<file path="config.mk">
export PLATFORM = sky130hd
export DESIGN_NAME = prc_front
export DESIGN_NICKNAME = d
export VERILOG_FILES = /design/src/rtl/prc_pkg.sv /design/src/rtl/prc_front.sv
export SDC_FILE = /design/constraint.sdc
export NUM_CORES = 1
export LEC_CHECK = 0
export ABC_AREA = 1
export BUFFER_PORTS_ARGS = -buffer_cell sky130_fd_sc_hd__buf_2
export CAP_MARGIN = 40
export CORE_UTILIZATION = 40
export DETAILED_ROUTE_END_ITERATION = 8
export GPL_ROUTABILITY_DRIVEN = 0
export REMOVE_ABC_BUFFERS = 1
export SYNTH_ARGS = -nofsm -noshare
export SYNTH_HDL_FRONTEND = slang
export SYNTH_SLANG_ARGS = --single-unit
</file>
<file path="constraint.sdc">
create_clock -name clk -period 3.09 [get_ports clk]
set_clock_uncertainty 0.05 [all_clocks]
set_input_delay 0 -clock clk [delete_from_list [all_inputs] [get_ports clk]]
set_output_delay 0 -clock clk [all_outputs]
set_load 0.02 [all_outputs]
</file>
<file path="src/rtl/prc_pkg.sv">
`default_nettype none

package prc_pkg;

    // Q16.16 data path
    localparam int unsigned DATA_W  = 32;
    localparam int unsigned FRAC_W  = 16;
    localparam int unsigned LIMIT_W = 31;

    // error sum and difference keep one extra bit
    localparam int unsigned PAIR_W = DATA_W + 1;
    // product of a pair magnitude and a 32-bit gain
    localparam int unsigned PROD_W = PAIR_W + DATA_W;
    // rounded magnitude after the 2^-16 scale, and its signed form
    localparam int unsigned QMAG_W = PROD_W - FRAC_W;
    localparam int unsigned TERM_W = QMAG_W + 1;
    // integral accumulate and final three-term sum
    localparam int unsigned IACC_W = TERM_W + 1;
    localparam int unsigned SUM_W  = TERM_W + 2;

    // configuration register indexes
    localparam int unsigned CFG_IDX_W = 3;
    localparam logic [CFG_IDX_W-1:0] REG_PROP_GAIN    = 3'd0;
    localparam logic [CFG_IDX_W-1:0] REG_INTEG_GAIN   = 3'd1;
    localparam logic [CFG_IDX_W-1:0] REG_DERIV_GAIN   = 3'd2;
    localparam logic [CFG_IDX_W-1:0] REG_TERM_LIMIT   = 3'd3;
    localparam logic [CFG_IDX_W-1:0] REG_DERIV_CLAMP  = 3'd4;

    // reset values
    localparam logic [DATA_W-1:0]  PROP_GAIN_RST   = 32'd98304;
    localparam logic [DATA_W-1:0]  INTEG_GAIN_RST  = 32'd131;
    localparam logic [DATA_W-1:0]  DERIV_GAIN_RST  = 32'd8192000;
    localparam logic [LIMIT_W-1:0] TERM_LIMIT_RST  = 31'd26214400;
    localparam logic               DERIV_CLAMP_RST = 1'b1;

    typedef struct packed {
        logic [DATA_W-1:0]  prop_gain;
        logic [DATA_W-1:0]  integ_gain_dt;
        logic [DATA_W-1:0]  deriv_gain_over_dt;
        logic [LIMIT_W-1:0] term_limit;
        logic               deriv_clamp_enable;
    } prc_cfg_t;

    // one classified request handed from front to back
    typedef struct packed {
        logic signed [DATA_W-1:0] err;
        logic signed [PAIR_W-1:0] err_sum;
        logic signed [PAIR_W-1:0] err_diff;
    } prc_job_t;

    typedef struct packed {
        logic full;
        logic empty;
    } prc_q_status_t;

endpackage

`default_nettype wire

</file>
<file path="src/rtl/prc_front.sv">
`default_nettype none

module prc_front (
    input  wire logic                           clk,
    input  wire logic                           rst_n,
    input  wire logic                           in_valid,
    output logic                                in_ready,
    input  wire logic signed [prc_pkg::DATA_W-1:0] in_error,
    input  wire prc_pkg::prc_q_status_t         q_status,
    output logic                                push,
    output prc_pkg::prc_job_t                   push_job
);
    import prc_pkg::*;

    logic signed [DATA_W-1:0] prev_error_reg;

    assign in_ready = !q_status.full;
    assign push     = in_valid && in_ready;

    // form sum and difference against the previous error at full width
    assign push_job.err      = in_error;
    assign push_job.err_sum  = PAIR_W'(in_error) + PAIR_W'(prev_error_reg);
    assign push_job.err_diff = PAIR_W'(in_error) - PAIR_W'(prev_error_reg);

    always_ff @(posedge clk or negedge rst_n)
    begin
        if (!rst_n)
            prev_error_reg <= '0;
        else if (push)
            prev_error_reg <= in_error;
    end

endmodule

`default_nettype wire

</file>
==> impl_metrics.toml, run 1 <==
[timing]
clock.fmax_mhz = 395
period_minus_slack_ns = 2.53
setup_tns_ns = 0
finalSetupViolCount = 0
max-slew-margin-rel = 0.638
worst_slack_ns = 0.559
fin_crit_sh = 0.819
final_hold_viol_count = 0
rsz0062_at_grt = "false"
holdWs_ns = 0.0133
finalMaxSlewViolations = 0
tightest_slew_ns = 0.537

[placement]
pre_cts_ws_ns = 0.900
place_area_sq_um = 7110
dp_hpwl_um = 16500
portBuffers = 135

[synthesis]
synth.most_common_cell = "nand2_1"
yosys-top-cells-count = "nand2_1 (437), inv_1 (242), nor2_1 (84)"
synth_edf_count = 0
synth_area_per_cell_sq_um = 5.58
synth_async_sr_flop_share = 1.00
synthXorXnorAreaFrac = 0.0422
synth-simple-area-share = 0.412
synth_cell_types = 29
synth-seq-area-share = 0.121
synth_fa_ha_area_frac = 0.127
yosysTopAreaCellShare = 0.247
yosys_most_used_dff = "dfrtp_1"
synth_top_family_by_area = "simple AND/OR/NAND/NOR gates"
synthCells = 1190
synth_mux_area_frac = 0
ys_top_cells_by_area = "nand2_1 (25%), inv_1 (14%), dfrtp_1 (12%)"
syn_area_sq_um = 6640
synth_top_area_cell = "nand2_1"
ys_ff_latch = 32
synth_compound_area_frac = 0.0739
yosysWarnings = 0

[die]
die_w_um = 131
die_y_um = 131
die_area_sq_um = 17100
io_pins = 137
initial_core_util = 0.414
core_area_sq_um = 16100
fp-row-count = 46

[global_routing]
grt_pass1_vias = 6352
grt_util_all_layers = 0.239
grt_pass1_wl_um = 31000
use_met2 = 0.375
overflow = 0
gr-usage-met1 = 0.341
use_met3 = 0.0293
top_usage_layer = "met2"
antenna_found_initial = 0
grt_max_degree = 33

[critical_path]
r2r_slack_ns = 2.30
worst_r2r_path_depth = 2
crit_fanout = 9
critPathArrivalTime_ns = 2.48
required_ns = 3.04
path_class = "flop to output pin"
critPathLaunchType = "flop"
startpoint = "prev_error_reg[22]"
end_kind = "output pin"
r2r-start = "prev_error_reg[1]"
r2r-end = "prev_error_reg[1]"
crit_path_end = "push_job[64]"

[layout]
area_growth_pct = 14.6
fin_area_sq_um = 7610
num-fill-cells = 1746
nets = 1403
diodes = 0
utilization = 0.474
drive_above_1_share = 0.170
largest_reg_flops = 32
multiInputGateArea_sq_um = 4350
regArea_sq_um = 801

[power]
pwr_density_cell_nw_per_um2 = 491
p_leak_nw = 4.72
peakVddDrop_mv = 0.249

[route]
wirelength_um = 19600
drtAntennaViolNets = 0
viasPerCell = 4.57
vias = 6940
wl_per_cell_um = 12.9
drt-initial-drc-count = 437
drc = 0
drt-pass1-iter-count = 5

[clock_tree]
root_buffer = "clkbuf_16"
worstSkewPairLatency_ns = 0.30
htreeDepth = 2
cts.path.max_buffers = 2
cts_tree = "done"
numCtsBuffers = 5
clkSinkCount = 32
clkTransAtPathRegs_ns = 0.07
post_cts_buffers = 0
cts.repair.resized = 0

[flow_run]
maxCapViolCount = 0

[min_path]
hp-start = "in_valid"
hold_class = "primary input to flop"

[outcome]
status = "complete, no violations"
-- placed cells by master (no fill, tap or decap), drive strengths merged --
cell,count
inv,255
xnor2,3
fa,2
clkinv,3
and2,4
nand3,54
o21bai,8
a21oi,42
nand4,10
o21ai,41
buf,138
dfrtp,32
bufinv,1
xor2,29
ha,64
clkbuf,7
dlygate4sd3,32
nand2,457
nor2,110
nor3,9
-- how the worst min path moves through the flow --
stage / endpoint / slack [ns] / depth (start not counted)
3_5_place_dp: prev_error_reg[7] / -0.06 / 2
2_1_floorplan: prev_error_reg[0] / -0.35 / 0
4_1_cts: prev_error_reg[1] / 0.02 / 3
3_3_place_gp: prev_error_reg[8] / 0.1 / 1
5_1_grt: prev_error_reg[1] / 0.04 / 3
6_report: prev_error_reg[1] / 0.01 / 3
-- layout make-up --
class | count | area share
Inverter | 258 | 0.127
Tap cell | 216 | 0.0355
Clock inverter | 1 | 0.00395
Sequential cell | 32 | 0.105
Multi-Input combinational cell | 833 | 0.571
Clock buffer | 7 | 0.0201
Timing Repair Buffer | 170 | 0.136
-- critical path, stage by stage (launching register included) --
cell,delay (ns)
dfrtp_1,0.34
inv_1,0.06
ha_1,0.58
o21ai_0,0.33
a21oi_1,0.24
nand2_1,0.10
a21oi_1,0.19
nand2_1,0.08
nand2_1,0.06
nand2_1,0.05
buf_2,0.15
-- where the power goes --
group          switching (W)  internal [W]  total, W  leakage [nW]
clock               0.000224      0.000426  0.000649        0.0901
combinational        0.00177      0.000810   0.00258          4.24
sequential         0.0000315      0.000473  0.000504         0.394
-- cell families (layout without fill, tap and decap cells) --
| family | Yosys count | count (layout) |
|---|---|---|
| AOI/OAI and AO/OA | 91 | 91 |
| xor gates and xnor gates | 32 | 32 |
| adders and majority gates | 66 | 66 |
| buffers and inverters | 325 | 436 |
| DFF | 32 | 32 |
| and+or+nand+nor | 644 | 644 |
-- per-stage QoR --
step,total power [W],std cells
finish,0.00374,1517
global route,0.00406,1517
CTS,0.00375,1517
detailed placement,0.00305,1477
global placement,0.00304,1475
floorplan,0.00223,1123
-- per-layer routing --
layer / share of wire / vias up / wire [um]
met1: 0.50 / 3039 / 9810
met3: 0.059 / 19 / 1150
li1: - / 3701 / -
met5: 0 / - / 0
met2: 0.42 / 181 / 8270
met4: 0.020 / 0 / 397
-- repair_timing --
item,4_1_cts,5_1_grt
hold buffers,32,0
endpoints found under the setup margin,0,0
endpoints found under the hold margin,63,0
No activity file was read; power rests on OpenSTA's default activity.
==> inputs of run 2 (changes only) <==
==> constraint.sdc (replaced) <==
create_clock -name clk -period 2 [get_ports clk]
set_clock_uncertainty 0.05 [all_clocks]
set_input_delay 0 -clock clk [delete_from_list [all_inputs] [get_ports clk]]
set_output_delay 0 -clock clk [all_outputs]
set_load 0.02 [all_outputs]
==> impl_metrics.toml, run 2 (same netlist as run 1, synthesis figures left out) <==
[power]
switching_share = 0.513
switchingPower_w = 0.00402
p_int_w = 0.00382
p_leak_nw = 5.63
p_seq_frac = 0.101
peakVddDrop_mv = 0.398
pwr_density_cell_nw_per_um2 = 758
clockPowerShare = 0.108
combPwrFrac = 0.791

[placement]
portBuffers = 135
pre_cts_ws_ns = -0.135
dp_hpwl_um = 17200
place_inst = 1546

[route]
drt-initial-drc-count = 473
drt-pass1-iter-count = 5
wirelength_um = 24300
vias = 7930
drtAntennaViolNets = 0
drc = 0
wl_per_cell_um = 15.0
viasPerCell = 4.88

[critical_path]
worst_path_max_delay_cell = "dfrtp_2"
path_cells = "ha_4 > fa_2 > nand3_2 > nand2_4 > nand2_2 > nand2_2 > nand2_2 > nand2_4 > nand2_2 > nand2_1 > nand2_1 > nand2_1 > buf_2"
r2r_slack_ns = 1.07
end_kind = "output pin"
critPathArrivalTime_ns = 2.25
crit_fanout = 3
cp.buffers_inverters = 1
path_class = "flop to output pin"
worst_path_most_repeated_cell = "nand2_2"
required_ns = 1.95
critPathLaunchType = "flop"
crit_family = "simple AND/OR/NAND/NOR gates"
max_stage_delay_ns = 0.45

[global_routing]
grt_pass1_wl_um = 34500
antenna_found_initial = 0
grt_util_all_layers = 0.264
grt_max_degree = 62
overflow = 0
grt_pass1_vias = 6935

[clock_tree]
cts.path.max_buffers = 2
clkTransAtPathRegs_ns = 0.07
clkSinkCount = 32
root_buffer = "clkbuf_16"
worstSkewPairLatency_ns = 0.30
htreeDepth = 2
cts_tree = "done"
numCtsBuffers = 5

[die]
core_area_sq_um = 16100
initial_core_util = 0.414
io_pins = 137
die_y_um = 131
fp-row-count = 46
die_area_sq_um = 17100
die_w_um = 131

[flow_run]
maxCapViolCount = 0

[timing]
rsz0062_at_grt = "true"
fin_crit_sh = 1.15
worst_slack_ns = -0.302
finalSetupViolCount = 56
final_hold_viol_count = 0
clock.fmax_mhz = 434
max-slew-margin-rel = 0.624
tightest_slew_ns = 0.565
period_minus_slack_ns = 2.30
finalMaxSlewViolations = 0

[layout]
finalNonFillerCells = 1624
nets = 1510
drive_above_1_share = 0.465
largest_reg_flops = 32
num-fill-cells = 1399
area_growth_pct = 55.6
multiInputGateArea_sq_um = 5960
diodes = 0
regArea_sq_um = 803
layout_common_cells = "nand2_1 (293), inv_1 (198), nand2_2 (128), buf_4 (112), buf_2 (80)"
layout_commonest_cell = "nand2_1"

[min_path]
hold_class = "primary input to flop"

[outcome]
failed_checks = "setup timing"
status = "complete, but fails checks"
[run 2: power groups by stage]
stage	Combinational, W	Clock, W	Sequential (W)
3_3_place_gp	0.00424	0	0.000788
2_1_floorplan	0.00267	0	0.000780
5_1_grt	0.00661	0.000886	0.000804
6_report	0.00620	0.000845	0.000794
3_5_place_dp	0.00427	0	0.000792
4_1_cts	0.00506	0.000856	0.000785
[run 2: final timing paths]
kind	cells past startpoint	end	startpoint
max in group asynchronous	3	prev_error_reg[1]	rst_n
worst min register to register	2	prev_error_reg[31]	prev_error_reg[31]
worst min-delay path	3	prev_error_reg[1]	in_valid
worst max register to register	4	prev_error_reg[18]	prev_error_reg[18]
worst max-delay path	13	push_job[57]	prev_error_reg[0]
min in group asynchronous	3	prev_error_reg[6]	rst_n
[run 2: timing repair]
action | in CTS | in global routing
resized for setup | 224 | 320
setup buffers | 9 | 34
hold buffers | 32 | 0
hold endpoints to repair | 63 | 0
setup endpoints to repair | 56 | 56
pin swaps | 32 | 99
[run 2: through the flow]
stage	hold WS, ns	area, sq um	utilization	TNS (ns)	power, W
2_1_floorplan	-0.346	6120	-	0	0.00345
3_3_place_gp	0.0967	7600	0.473	-0.419	0.00503
3_5_place_dp	-0.0700	7620	0.474	-0.728	0.00506
4_1_cts	0.0275	9030	0.563	-9.17	0.00671
5_1_grt	0.0717	10300	0.644	-14.08	0.00830
6_report	0.0124	10300	0.644	-9.75	0.00784
[run 2: worst reg2reg max path: cells and delay by family, from the launching register on]
family | cells | cell delay (ns)
AO/OA/AOI/OAI | 1 | 0.13
buffers and inverters | 3 | 0.31
flip-flops | 1 | 0.36
[run 2: cell type report]
type                    instances  area share
clock buffers                   6      0.0134
clock inverters                 2    0.000968
repair buffers                277       0.210
multi-input cells             833       0.577
inverters                     258      0.0951
well taps                     216      0.0261
flip-flops and latches         32      0.0777
[run 2: per-layer routing]
metal  GRT usage  share of wire  vias to the layer above
met2       0.440           0.48                      321
li1            -              -                     3914
met4      0.0838          0.034                        0
met5           0              0                        -
met3      0.0371          0.067                       65
met1       0.351           0.42                     3630
