===== config.mk =====
export PLATFORM = sky130hd
export DESIGN_NAME = prc_queue
export DESIGN_NICKNAME = d
export VERILOG_FILES = /design/src/rtl/prc_pkg.sv /design/src/rtl/prc_queue.sv
export SDC_FILE = /design/constraint.sdc
export NUM_CORES = 1
export LEC_CHECK = 0
export BUFFER_PORTS_ARGS = -buffer_cell sky130_fd_sc_hd__buf_4
export CAP_MARGIN = 25
export CORE_ASPECT_RATIO = 1.1
export CORE_UTILIZATION = 57
export CTS_CLUSTER_DIAMETER = 100
export DETAILED_ROUTE_END_ITERATION = 7
export PLACE_DENSITY = 0.79
export SKIP_CTS_REPAIR_TIMING = 1
export SLEW_MARGIN = 20
export SYNTH_ARGS = -nofsm -noshare
export SYNTH_HDL_FRONTEND = slang
export SYNTH_SLANG_ARGS = --single-unit

===== constraint.sdc =====
create_clock -name clk -period 4 [get_ports clk]
set_input_delay 0.4 -clock clk [delete_from_list [all_inputs] [get_ports clk]]
set_output_delay 0.4 -clock clk [all_outputs]
set_load 0.01 [all_outputs]

===== src/rtl/prc_pkg.sv =====
`default_nettype none

package prc_pkg;

    // Q16.16 data path
    localparam int unsigned DATA_W  = 32;
    localparam int unsigned FRAC_W  = 16;
    localparam int unsigned LIMIT_W = 31;

    // error sum and difference keep one extra bit
    localparam int unsigned PAIR_W = DATA_W + 1;
    // product of a pair magnitude and a 32-bit gain
    localparam int unsigned PROD_W = PAIR_W + DATA_W;
    // rounded magnitude after the 2^-16 scale, and its signed form
    localparam int unsigned QMAG_W = PROD_W - FRAC_W;
    localparam int unsigned TERM_W = QMAG_W + 1;
    // integral accumulate and final three-term sum
    localparam int unsigned IACC_W = TERM_W + 1;
    localparam int unsigned SUM_W  = TERM_W + 2;

    // configuration register indexes
    localparam int unsigned CFG_IDX_W = 3;
    localparam logic [CFG_IDX_W-1:0] REG_PROP_GAIN    = 3'd0;
    localparam logic [CFG_IDX_W-1:0] REG_INTEG_GAIN   = 3'd1;
    localparam logic [CFG_IDX_W-1:0] REG_DERIV_GAIN   = 3'd2;
    localparam logic [CFG_IDX_W-1:0] REG_TERM_LIMIT   = 3'd3;
    localparam logic [CFG_IDX_W-1:0] REG_DERIV_CLAMP  = 3'd4;

    // reset values
    localparam logic [DATA_W-1:0]  PROP_GAIN_RST   = 32'd98304;
    localparam logic [DATA_W-1:0]  INTEG_GAIN_RST  = 32'd131;
    localparam logic [DATA_W-1:0]  DERIV_GAIN_RST  = 32'd8192000;
    localparam logic [LIMIT_W-1:0] TERM_LIMIT_RST  = 31'd26214400;
    localparam logic               DERIV_CLAMP_RST = 1'b1;

    typedef struct packed {
        logic [DATA_W-1:0]  prop_gain;
        logic [DATA_W-1:0]  integ_gain_dt;
        logic [DATA_W-1:0]  deriv_gain_over_dt;
        logic [LIMIT_W-1:0] term_limit;
        logic               deriv_clamp_enable;
    } prc_cfg_t;

    // one classified request handed from front to back
    typedef struct packed {
        logic signed [DATA_W-1:0] err;
        logic signed [PAIR_W-1:0] err_sum;
        logic signed [PAIR_W-1:0] err_diff;
    } prc_job_t;

    typedef struct packed {
        logic full;
        logic empty;
    } prc_q_status_t;

endpackage

`default_nettype wire


===== src/rtl/prc_queue.sv =====
`default_nettype none

module prc_queue #(
    parameter int unsigned DEPTH = 4
) (
    input  wire logic              clk,
    input  wire logic              rst_n,
    input  wire logic              push,
    input  wire prc_pkg::prc_job_t push_job,
    input  wire logic              pop,
    output prc_pkg::prc_job_t      head_job,
    output prc_pkg::prc_q_status_t status
);
    import prc_pkg::*;

    localparam int unsigned PTR_W = (DEPTH > 1) ? $clog2(DEPTH) : 1;
    localparam int unsigned CNT_W = $clog2(DEPTH + 1);

    prc_job_t         slot_reg [DEPTH];
    logic [PTR_W-1:0] wr_ptr_reg;
    logic [PTR_W-1:0] rd_ptr_reg;
    logic [CNT_W-1:0] count_reg;

    function automatic logic [PTR_W-1:0] bump(input logic [PTR_W-1:0] p);
        bump = (p == PTR_W'(DEPTH - 1)) ? '0 : p + PTR_W'(1);
    endfunction

    assign status.full  = (count_reg == CNT_W'(DEPTH));
    assign status.empty = (count_reg == '0);
    assign head_job     = slot_reg[rd_ptr_reg];

    always_ff @(posedge clk or negedge rst_n)
    begin
        if (!rst_n)
        begin
            wr_ptr_reg <= '0;
            rd_ptr_reg <= '0;
            count_reg  <= '0;
        end
        else
        begin
            if (push)
                wr_ptr_reg <= bump(wr_ptr_reg);
            if (pop)
                rd_ptr_reg <= bump(rd_ptr_reg);
            if (push && !pop)
                count_reg <= count_reg + CNT_W'(1);
            else if (pop && !push)
                count_reg <= count_reg - CNT_W'(1);
        end
    end

    always_ff @(posedge clk)
    begin
        if (push)
            slot_reg[wr_ptr_reg] <= push_job;
    end

endmodule

`default_nettype wire


==> results.sh, run 1 <==
export IMPL_status="complete, no violations"
export IMPL_post_route_cells_drive_above_1_share_pct=46.0
export IMPL_synth_simple_area_share_pct=0.384
export IMPL_wire_length_of_the_first_global_routing_pass_um=38900
export IMPL_first_global_vias=6726
export IMPL_tritoncts_clock_tree="yes"
export IMPL_multi_input_area_mm2=0.00244
export IMPL_synth_compound_gate_area_share_pct=0.0683
export IMPL_utilization_pct=70.2
export IMPL_cts_root_buffer="clkbuf_16"
export IMPL_buffer_ports_inserted=201
export IMPL_netlist_instances=549
export IMPL_max_vdd_ir_drop_mv=0.586
export IMPL_ys_warnings_count=0
export IMPL_post_synth_fa_ha_maj_area_fraction_pct=0.649
export IMPL_detail_route_antenna_nets=0
export IMPL_postSynthAreaPerCell_um2=26.7
export IMPL_layout_area_overhead_vs_synth_pct=20.9
export IMPL_synth_xor_area_share_pct=0.179
export IMPL_finalMaxSlewViolations=0
export IMPL_post_synth_mux_area_share_pct=15.3
export IMPL_dpl_hpwl_um=15600
export IMPL_grt_max_degree=99
export IMPL_cts_reportedPaths_clkPinSlew_ns=0.06
export IMPL_fmax_mhz=364
export IMPL_leakagePower_nw=6.06
export IMPL_rsz0062_at_grt="no"
export IMPL_globalRouteOverflowTotal=0
export IMPL_area_of_the_die_mm2=0.0264
export IMPL_layout_filler_cells=1456
export IMPL_finalHoldViolCount=0
export IMPL_timing_hold_ws_ns=0.0783
export IMPL_postPlaceCellArea_mm2=0.0165
export IMPL_dr_total_vias=6475
export IMPL_post_route_drc_count=0
export IMPL_synth_largest_type_area_fraction_pct=80.3
export IMPL_synth_top_cells_by_area="edfxtp_1, mux4_2, buf_12"
export IMPL_critPathArrivalTime_ns=2.35
export IMPL_holdPathStages=1
export IMPL_skew_ns=0.0135
export IMPL_post_place_cells=1082
export IMPL_worst_slew_pin_slew_ns=0.785
export IMPL_tns_setup_ns=0
export IMPL_total_cts_buffers=39
export IMPL_seq_area_mm2=0.0120
export IMPL_final_period_minus_worst_setup_slack_ns=2.75
export IMPL_worstSetupStartpointType="flip-flop"
export IMPL_drt_pre_antenna_iters=5
export IMPL_ff2ff_path_depth=4
export IMPL_total_nets_final=887
export IMPL_end_of_the_worst_register_to_register_path="slot_reg[0][48]"
export IMPL_largest_reg_flops=392
export IMPL_cts_htree_levels=2
export IMPL_antenna_cells_inserted=0
export IMPL_ys_seq_elements=399
export IMPL_start_util_pct=58.0
export IMPL_postSynthNetCount=658
export IMPL_worstReg2RegStart="wr_ptr_reg[0]"
export IMPL_design_core_area_mm2=0.0253
export IMPL_synth_top_family_by_area="multiplexers"
export IMPL_avgViaCountPerCell=5.61
export IMPL_io_pins=202
export IMPL_worst_skew_pair_late_latency_ns=0.51
export IMPL_synth_area_mm2=0.0147
export IMPL_pwr_cell_area_mw_per_mm2=723
export IMPL_ys_types=20
export IMPL_critical_path_class="reg2out"
export IMPL_crit_share_post_route_pct=68.7
export IMPL_min_to="slot_reg[2][62]"
export IMPL_final_cell_count_no_fill=1154
export IMPL_setup_viol=0
export IMPL_post_route_wl_um=25900
export IMPL_synth_yosys_seq_area_share_pct=81.5
export IMPL_die_width_um=155
export IMPL_worst_endpoint_required_ns=3.60
export IMPL_synth_largest_area_cell="edfxtp_1"
export IMPL_wire_per_inst_um=22.4
export IMPL_drt_initial_drc_count=379
export IMPL_crit_path_max_fanout=45
export IMPL_ff2ff_setup_slack_ns=1.93
export IMPL_max_slew_headroom_pct=47.6
export IMPL_groute_usage_overall_pct=19.9
export IMPL_floorplan_die_height_um=170
export IMPL_place_gp_congestion=0.700
export IMPL_cts_sinks=399
export IMPL_timing_hold_worst_start="push_job[62]"
export IMPL_core_rowCount=61
export IMPL_drv_cap=0
export IMPL_number_of_antenna_violations_at_the_first_check_in_global_routing=0
export IMPL_holdCritPathClass="in2reg"
export IMPL_finalInstanceArea_mm2=0.0177
export IMPL_maximum_clock_insertion_buffer_count=3
export IMPL_worst_setup_path_end_kind="output port"
## stage by stage
step / setup slack (ns) / power (mW)
after detailed placement: 1.76 / 9.53
final: 1.25 / 12.8
after global placement: 1.77 / 9.43
after CTS: 1.19 / 13.0
after floorplan: 0.643 / 8.08
after global routing: 1.11 / 13.3
## cells in the final DEF, fill, tap and decap left out, types with 2 or more instances in the layout
cell type,instances
edfxtp_1,392
ha_1,6
xor2_1,2
mux4_2,98
and2_4,4
nand2_1,2
inv_1,4
mux2_2,3
dfrtp_4,2
buf_12,6
bufinv_16,2
clkinv_1,5
clkbuf_16,40
clkinvlp_4,2
nor2_1,3
buf_4,203
dfrtp_1,5
clkinv_2,7
clkbuf_1,10
o21ai_0,2
clkbuf_8,2
## how the worst max path moves through the flow
stage / start / end / slack (ns)
6_report: rd_ptr_reg[0] / head_job[12] / 1.25
5_1_grt: rd_ptr_reg[0] / head_job[12] / 1.11
4_1_cts: rd_ptr_reg[0] / head_job[12] / 1.19
3_5_place_dp: rd_ptr_reg[0] / head_job[12] / 1.76
3_3_place_gp: rd_ptr_reg[0] / head_job[12] / 1.77
2_1_floorplan: wr_ptr_reg[0] / slot_reg[0][0] / 0.64
## final cells by class
class,instances,share of cell area (%)
Timing Repair Buffer,210,9.33
Clock inverter,19,0.918
Inverter,4,0.0847
Sequential cell,399,67.4
Multi-Input combinational cell,124,13.8
Tap cell,346,2.44
Clock buffer,52,6.01
## logic make-up after synthesis
| family | Yosys count |
|---|---|
| AO/OA/AOI/OAI | 2 |
| XOR/XNOR | 3 |
| adder cells (fa/ha/maj) | 7 |
| buffers and inverters | 26 |
| flip-flops | 399 |
| multiplexers | 101 |
| AND/OR/NAND/NOR | 11 |
## synth_stat cells (all sizes together)
| cell type | count |
|---|---|
| and2 | 4 |
| buf | 22 |
| dfrtp | 7 |
| edfxtp | 392 |
| fa | 1 |
| ha | 6 |
| inv | 4 |
| mux2 | 3 |
| mux4 | 98 |
| nand2 | 2 |
| nor2 | 3 |
| nor3 | 1 |
| nor3b | 1 |
| o21ai | 2 |
| xnor2 | 1 |
| xor2 | 2 |
## report_power, final
part | switching [mW] | internal (mW)
Clock | 1.44 | 2.01
Sequential | 0.218 | 5.37
Combinational | 1.82 | 1.95
Total | 3.48 | 9.33
## routing by layer
layer / part of all wire [%] / GRT usage (%) / vias up
met3: 5.1 / 4.05 / 52
met2: 53 / 33.9 / 202
met4: 2.7 / 7.32 / 0
li1: - / - / 2827
met1: 39 / 25.7 / 3394
met5: 0 / 0 / -
## critical path, cell delays in order, from the launching register on
cell	delay, ns
dfrtp_4	0.66
buf_12	0.35
mux4_2	0.58
buf_4	0.16
Power figures use the tool's default switching activity.
==> run 2, diff against run 1 <==
--- a/config.mk
+++ b/config.mk
@@ -8,10 +8,10 @@
 export BUFFER_PORTS_ARGS = -buffer_cell sky130_fd_sc_hd__buf_4
 export CAP_MARGIN = 25
 export CORE_ASPECT_RATIO = 1.1
-export CORE_UTILIZATION = 57
+export CORE_UTILIZATION = 51
 export CTS_CLUSTER_DIAMETER = 100
 export DETAILED_ROUTE_END_ITERATION = 7
-export PLACE_DENSITY = 0.79
+export PLACE_DENSITY = 0.75
 export SKIP_CTS_REPAIR_TIMING = 1
 export SLEW_MARGIN = 20
 export SYNTH_ARGS = -nofsm -noshare
==> constraint.sdc (replaced) <==
create_clock -name clk -period 2.5 [get_ports clk]
set_input_delay 0.25 -clock clk [delete_from_list [all_inputs] [get_ports clk]]
set_output_delay 0.25 -clock clk [all_outputs]
set_load 0.01 [all_outputs]
==> run 2 against run 1 <==
Compared with the run above: sequential power increased by 61%; register-to-register slack got worse by 1.2 ns; utilization fell by 2.6 points; clock skew decreased by 0.0022 ns; hold slack got worse by 0.063 ns; critical path depth unchanged; flip-flop and latch count did not move; first-iteration DRC count grew 41%; die area grew 12%; cell area increased by 6.8%; combinational power grew 71%; clock power grew 66%; highest routed layer is now met5.
==> results.sh, run 2 (synthesis gave the netlist of run 1 again) <==
export IMPL_dpl_hpwl_um=16800
export IMPL_fmax_mhz=417
export IMPL_wire_per_inst_um=22.4
export IMPL_start_util_pct=52.3
export IMPL_tritoncts_clock_tree="yes"
export IMPL_share_of_power_burned_in_the_clock_network_pct=27.1
export IMPL_worst_skew_pair_late_latency_ns=0.51
export IMPL_sequentialPowerShare_pct=42.5
export IMPL_pwr_cell_area_mw_per_mm2=1120
export IMPL_finalMaxSlewViolations=0
export IMPL_finalHoldViolCount=0
export IMPL_worstSetupStartpointType="flip-flop"
export IMPL_maximum_clock_insertion_buffer_count=3
export IMPL_power_dissipated_by_switching_net_loads_mw=5.72
export IMPL_pre_cts_ws_ns=0.449
export IMPL_layout_area_overhead_vs_synth_pct=29.2
export IMPL_switching_part_of_the_total_pct=27.0
export IMPL_first_global_vias=7166
export IMPL_worst_slew_pin_slew_ns=0.610
export IMPL_status="complete, no violations"
export IMPL_core_rowCount=64
export IMPL_worst_setup_path_end_kind="output port"
export IMPL_skew_ns=0.0113
export IMPL_total_nets_final=997
export IMPL_die_width_um=164
export IMPL_crit_path_max_fanout=14
export IMPL_dr_total_vias=6970
export IMPL_avgViaCountPerCell=5.46
export IMPL_rsz0062_at_grt="no"
export IMPL_crit_share_post_route_pct=95.8
export IMPL_leakagePower_nw=6.57
export IMPL_buffer_ports_inserted=201
export IMPL_cts_reportedPaths_clkPinSlew_ns=0.06
export IMPL_post_route_wl_um=28600
export IMPL_layout_filler_cells=1744
export IMPL_power_combinational_fraction_pct=30.5
export IMPL_largest_reg_flops=392
export IMPL_setup_viol=0
export IMPL_detail_route_antenna_nets=0
export IMPL_area_of_the_die_mm2=0.0294
export IMPL_globalRouteOverflowTotal=0
export IMPL_critPathArrivalTime_ns=2.15
export IMPL_number_of_antenna_violations_at_the_first_check_in_global_routing=2
export IMPL_place_gp_congestion=0.727
export IMPL_grt_max_degree=99
export IMPL_io_pins=202
export IMPL_max_slew_headroom_pct=59.3
export IMPL_critical_path_class="reg2out"
export IMPL_holdCritPathClass="in2reg"
export IMPL_cts_htree_levels=2
export IMPL_worst_endpoint_required_ns=2.25
export IMPL_drt_pre_antenna_iters=6
export IMPL_max_vdd_ir_drop_mv=0.660
export IMPL_wire_length_of_the_first_global_routing_pass_um=41000
export IMPL_tns_setup_ns=0
export IMPL_layout_cells_most_common="edfxtp_1"
export IMPL_total_internal_power_mw=15.5
export IMPL_floorplan_die_height_um=180
export IMPL_timing_hold_ws_ns=0.0149
export IMPL_groute_usage_overall_pct=18.9
export IMPL_design_core_area_mm2=0.0280
export IMPL_cts_sinks=399
export IMPL_drt_initial_drc_count=533
export IMPL_cts_root_buffer="clkbuf_16"
export IMPL_layout_setup_ws_ns=0.104
export IMPL_final_period_minus_worst_setup_slack_ns=2.40
export IMPL_mostFrequentLayoutCells="edfxtp_1, buf_4, dlygate4sd3_1"
export IMPL_drv_cap=0
export IMPL_post_route_cells_drive_above_1_share_pct=41.5
export IMPL_post_route_drc_count=0
export IMPL_total_cts_buffers=39
export IMPL_design_power_total_mw=21.2
[run 2: area by class of cell]
type | instances | area [um^2] | area share (%)
repair buffers | 320 | 2820 | 14.9
well taps | 363 | 454 | 2.40
flip-flops and latches | 399 | 12000 | 63.1
multi-input cells | 124 | 2440 | 12.9
inverters | 4 | 15.0 | 0.0793
clock buffers | 47 | 1050 | 5.54
diodes | 1 | 2.50 | 0.0132
clock inverters | 19 | 209 | 1.10
[run 2: critical path, stage by stage (launching register included)]
cell	delay (ns)
dfrtp_4	0.64
buf_4	0.28
mux4_2	0.55
buf_4	0.17
[run 2: stage by stage]
step | instance area, um^2 | std cells | utilization (%)
detailed placement | 16600 | 1109 | 59.4
global placement | 16600 | 1109 | 59.4
CTS | 17900 | 1175 | 63.9
finish | 18900 | 1277 | 67.6
floorplan | 14700 | 549 | -
global route | 18900 | 1276 | 67.6
[run 2: path summary, 6_finish.rpt]
check | from | end | slack, ns | cells past startpoint
max in group asynchronous | rst_n | rd_ptr_reg[0] | 2.25 | 2
min in group asynchronous | rst_n | wr_ptr_reg[1] | 0.09 | 2
max | rd_ptr_reg[0] | head_job[42] | 0.10 | 3
min reg2reg | count_reg[2] | count_reg[2] | 0.50 | 1
min | push | wr_ptr_reg[1] | 0.01 | 2
max reg2reg | wr_ptr_reg[0] | slot_reg[2][6] | 0.72 | 4
[run 2: layer usage]
| metal | up-vias | wire, um | global-route usage (%) |
|---|---|---|---|
| li1 | 3047 | - | - |
| met2 | 230 | 15500 | 33.5 |
| met3 | 52 | 1440 | 4.41 |
| met1 | 3639 | 11100 | 22.8 |
| met5 | - | 8 | 0 |
| met4 | 2 | 593 | 5.67 |
[run 2: power groups by stage]
| stage | Sequential (mW) | Combinational (mW) | Clock [mW] |
|---|---|---|---|
| 4_1_cts | 9.10 | 6.27 | 5.84 |
| 5_1_grt | 9.09 | 6.90 | 6.08 |
| 3_3_place_gp | 9.13 | 6.17 | 0 |
| 3_5_place_dp | 9.23 | 6.25 | 0 |
| 6_report | 9.01 | 6.46 | 5.74 |
| 2_1_floorplan | 8.91 | 3.95 | 0 |
==> run 3, diff against run 2 <==
--- a/config.mk
+++ b/config.mk
@@ -11,7 +11,7 @@
 export CORE_UTILIZATION = 51
 export CTS_CLUSTER_DIAMETER = 100
 export DETAILED_ROUTE_END_ITERATION = 7
-export PLACE_DENSITY = 0.75
+export PLACE_DENSITY_LB_ADDON = 0.08
 export SKIP_CTS_REPAIR_TIMING = 1
 export SLEW_MARGIN = 20
 export SYNTH_ARGS = -nofsm -noshare
==> run 3 against run 2 <==
Compared with the run above: first-iteration DRC count down 14%; highest routed layer is now met4; via count down 1.0%; clock power up 6.4%; clock skew down 0.0019 ns; combinational power up 1%; critical endpoint is now head_job[16]; largest cell class unchanged; global-route usage down 0.11 points; non-clock buffer count down 1; hold slack worse by 0.0074 ns.
==> results.sh, run 3 (synthesis gave the netlist of run 1 again) <==
export IMPL_finalMaxSlewViolations=0
export IMPL_globalRouteOverflowTotal=0
export IMPL_drv_cap=0
export IMPL_wire_per_inst_um=21.6
export IMPL_cts_htree_levels=2
export IMPL_setup_viol=0
export IMPL_mostFrequentLayoutCells="edfxtp_1, buf_4, dlygate4sd3_1"
export IMPL_total_nets_final=996
export IMPL_status="complete, no violations"
export IMPL_crit_slowest_cell="dfrtp_4"
export IMPL_worst_slew_pin_slew_ns=0.462
export IMPL_post_route_drc_count=0
export IMPL_layout_area_overhead_vs_synth_pct=30.1
export IMPL_ff2ff_path_depth=4
export IMPL_avgViaCountPerCell=5.39
export IMPL_dr_total_vias=6900
export IMPL_design_core_area_mm2=0.0280
export IMPL_drt_pre_antenna_iters=4
export IMPL_io_pins=202
export IMPL_postPlaceCellArea_mm2=0.0166
export IMPL_timing_critical_path_mode_cell="buf_4"
export IMPL_drt_initial_drc_count=459
export IMPL_total_cts_buffers=39
export IMPL_max_vdd_ir_drop_mv=0.729
export IMPL_number_of_antenna_violations_at_the_first_check_in_global_routing=1
export IMPL_design_power_total_mw=21.6
export IMPL_max_slew_headroom_pct=69.2
export IMPL_worst_skew_pair_late_latency_ns=0.51
export IMPL_maximum_clock_insertion_buffer_count=3
export IMPL_path_buf_inv=2
export IMPL_dpl_hpwl_um=16200
export IMPL_grt_max_degree=45
export IMPL_cp_cell_sequence="buf_4 > mux4_2 > buf_4"
export IMPL_detail_route_antenna_nets=0
export IMPL_start_util_pct=52.3
export IMPL_critical_path_class="reg2out"
export IMPL_worst_path_stages=3
export IMPL_die_width_um=164
export IMPL_holdPathStages=2
export IMPL_fmax_mhz=433
export IMPL_worstSetupStartpointType="flip-flop"
export IMPL_critPathArrivalTime_ns=2.06
export IMPL_rsz0062_at_grt="no"
export IMPL_pwr_cell_area_mw_per_mm2=1130
export IMPL_slowest_delay_ns=0.66
export IMPL_core_rowCount=64
export IMPL_wire_length_of_the_first_global_routing_pass_um=40800
export IMPL_pre_cts_ws_ns=0.486
export IMPL_largest_reg_flops=392
export IMPL_first_global_vias=7237
export IMPL_final_period_minus_worst_setup_slack_ns=2.31
export IMPL_cts_root_buffer="clkbuf_16"
export IMPL_place_gp_congestion=0.700
export IMPL_tritoncts_clock_tree="yes"
export IMPL_skew_ns=0.00941
export IMPL_worst_setup_path_end_kind="output port"
export IMPL_cts_reportedPaths_clkPinSlew_ns=0.06
export IMPL_crit_share_post_route_pct=92.4
export IMPL_worst_endpoint_required_ns=2.25
export IMPL_crit_path_max_fanout=19
export IMPL_leakagePower_nw=6.63
export IMPL_layout_cells_most_common="edfxtp_1"
export IMPL_floorplan_die_height_um=180
export IMPL_finalHoldViolCount=0
export IMPL_timing_critical_path_max_delay_family="flip-flops"
export IMPL_buffer_ports_inserted=201
export IMPL_finalInstanceArea_mm2=0.0191
export IMPL_holdCritPathClass="in2reg"
export IMPL_groute_usage_overall_pct=18.8
export IMPL_cts_sinks=399
export IMPL_area_of_the_die_mm2=0.0294
export IMPL_post_route_cells_drive_above_1_share_pct=42.5
export IMPL_layout_setup_ws_ns=0.191
export IMPL_post_route_wl_um=27600
-- run 3: cell count changes in the layout (fill, tap and decap cells not counted), sizes merged --
| cell | before | now |
|---|---|---|
| bufinv | 5 | 7 |
| clkinvlp | 0 | 2 |
| buf | 221 | 220 |
| clkbuf | 47 | 46 |
| clkinv | 14 | 15 |
| inv | 4 | 5 |
-- run 3: layout make-up --
class / count / area [um^2]
antenna: 1 / 2.50
clock buffer: 46 / 1050
clock inverter: 25 / 308
fill: 1780 / 8960
inverter: 4 / 15.0
multi-input combinational: 124 / 2440
sequential: 399 / 12000
tap: 363 / 454
timing repair buffer: 319 / 2840
-- run 3: report_power, final --
| part | total, mW | leakage [nW] | internal (mW) | switching [mW] |
|---|---|---|---|---|
| Clock | 6.11 | 0.670 | 3.75 | 2.36 |
| Sequential | 8.93 | 3.68 | 8.57 | 0.355 |
| Combinational | 6.53 | 2.28 | 3.46 | 3.07 |
-- run 3: worst paths after layout --
path / startpoint / to / slack [ns]
setup / recovery: rd_ptr_reg[1] / head_job[16] / 0.19
hold / removal: push / wr_ptr_reg[1] / 0.007
setup reg to reg: wr_ptr_reg[0] / slot_reg[0][86] / 0.63
hold reg to reg: count_reg[2] / count_reg[2] / 0.51
max in group asynchronous: rst_n / rd_ptr_reg[1] / 2.26
min in group asynchronous: rst_n / count_reg[1] / 0.09
-- run 3: stage by stage --
| step | setup TNS, ns | instances | hold WS, ns | util (%) |
|---|---|---|---|---|
| 6_report | 0 | 1281 | 0.00746 | 68.0 |
| 5_1_grt | 0 | 1281 | 0.0123 | 68.0 |
| 4_1_cts | -1.92 | 1178 | -0.474 | 64.2 |
| 3_5_place_dp | 0 | 1107 | 0.0799 | 59.4 |
| 3_3_place_gp | 0 | 1107 | 0.0722 | 59.4 |
| 2_1_floorplan | 0 | 549 | -0.0456 | - |
-- run 3: per-layer routing --
metal	share of wire (%)	track usage, %
met5	0	0
met4	1.8	5.44
met3	5.3	4.31
met2	52	31.6
met1	41	24.5
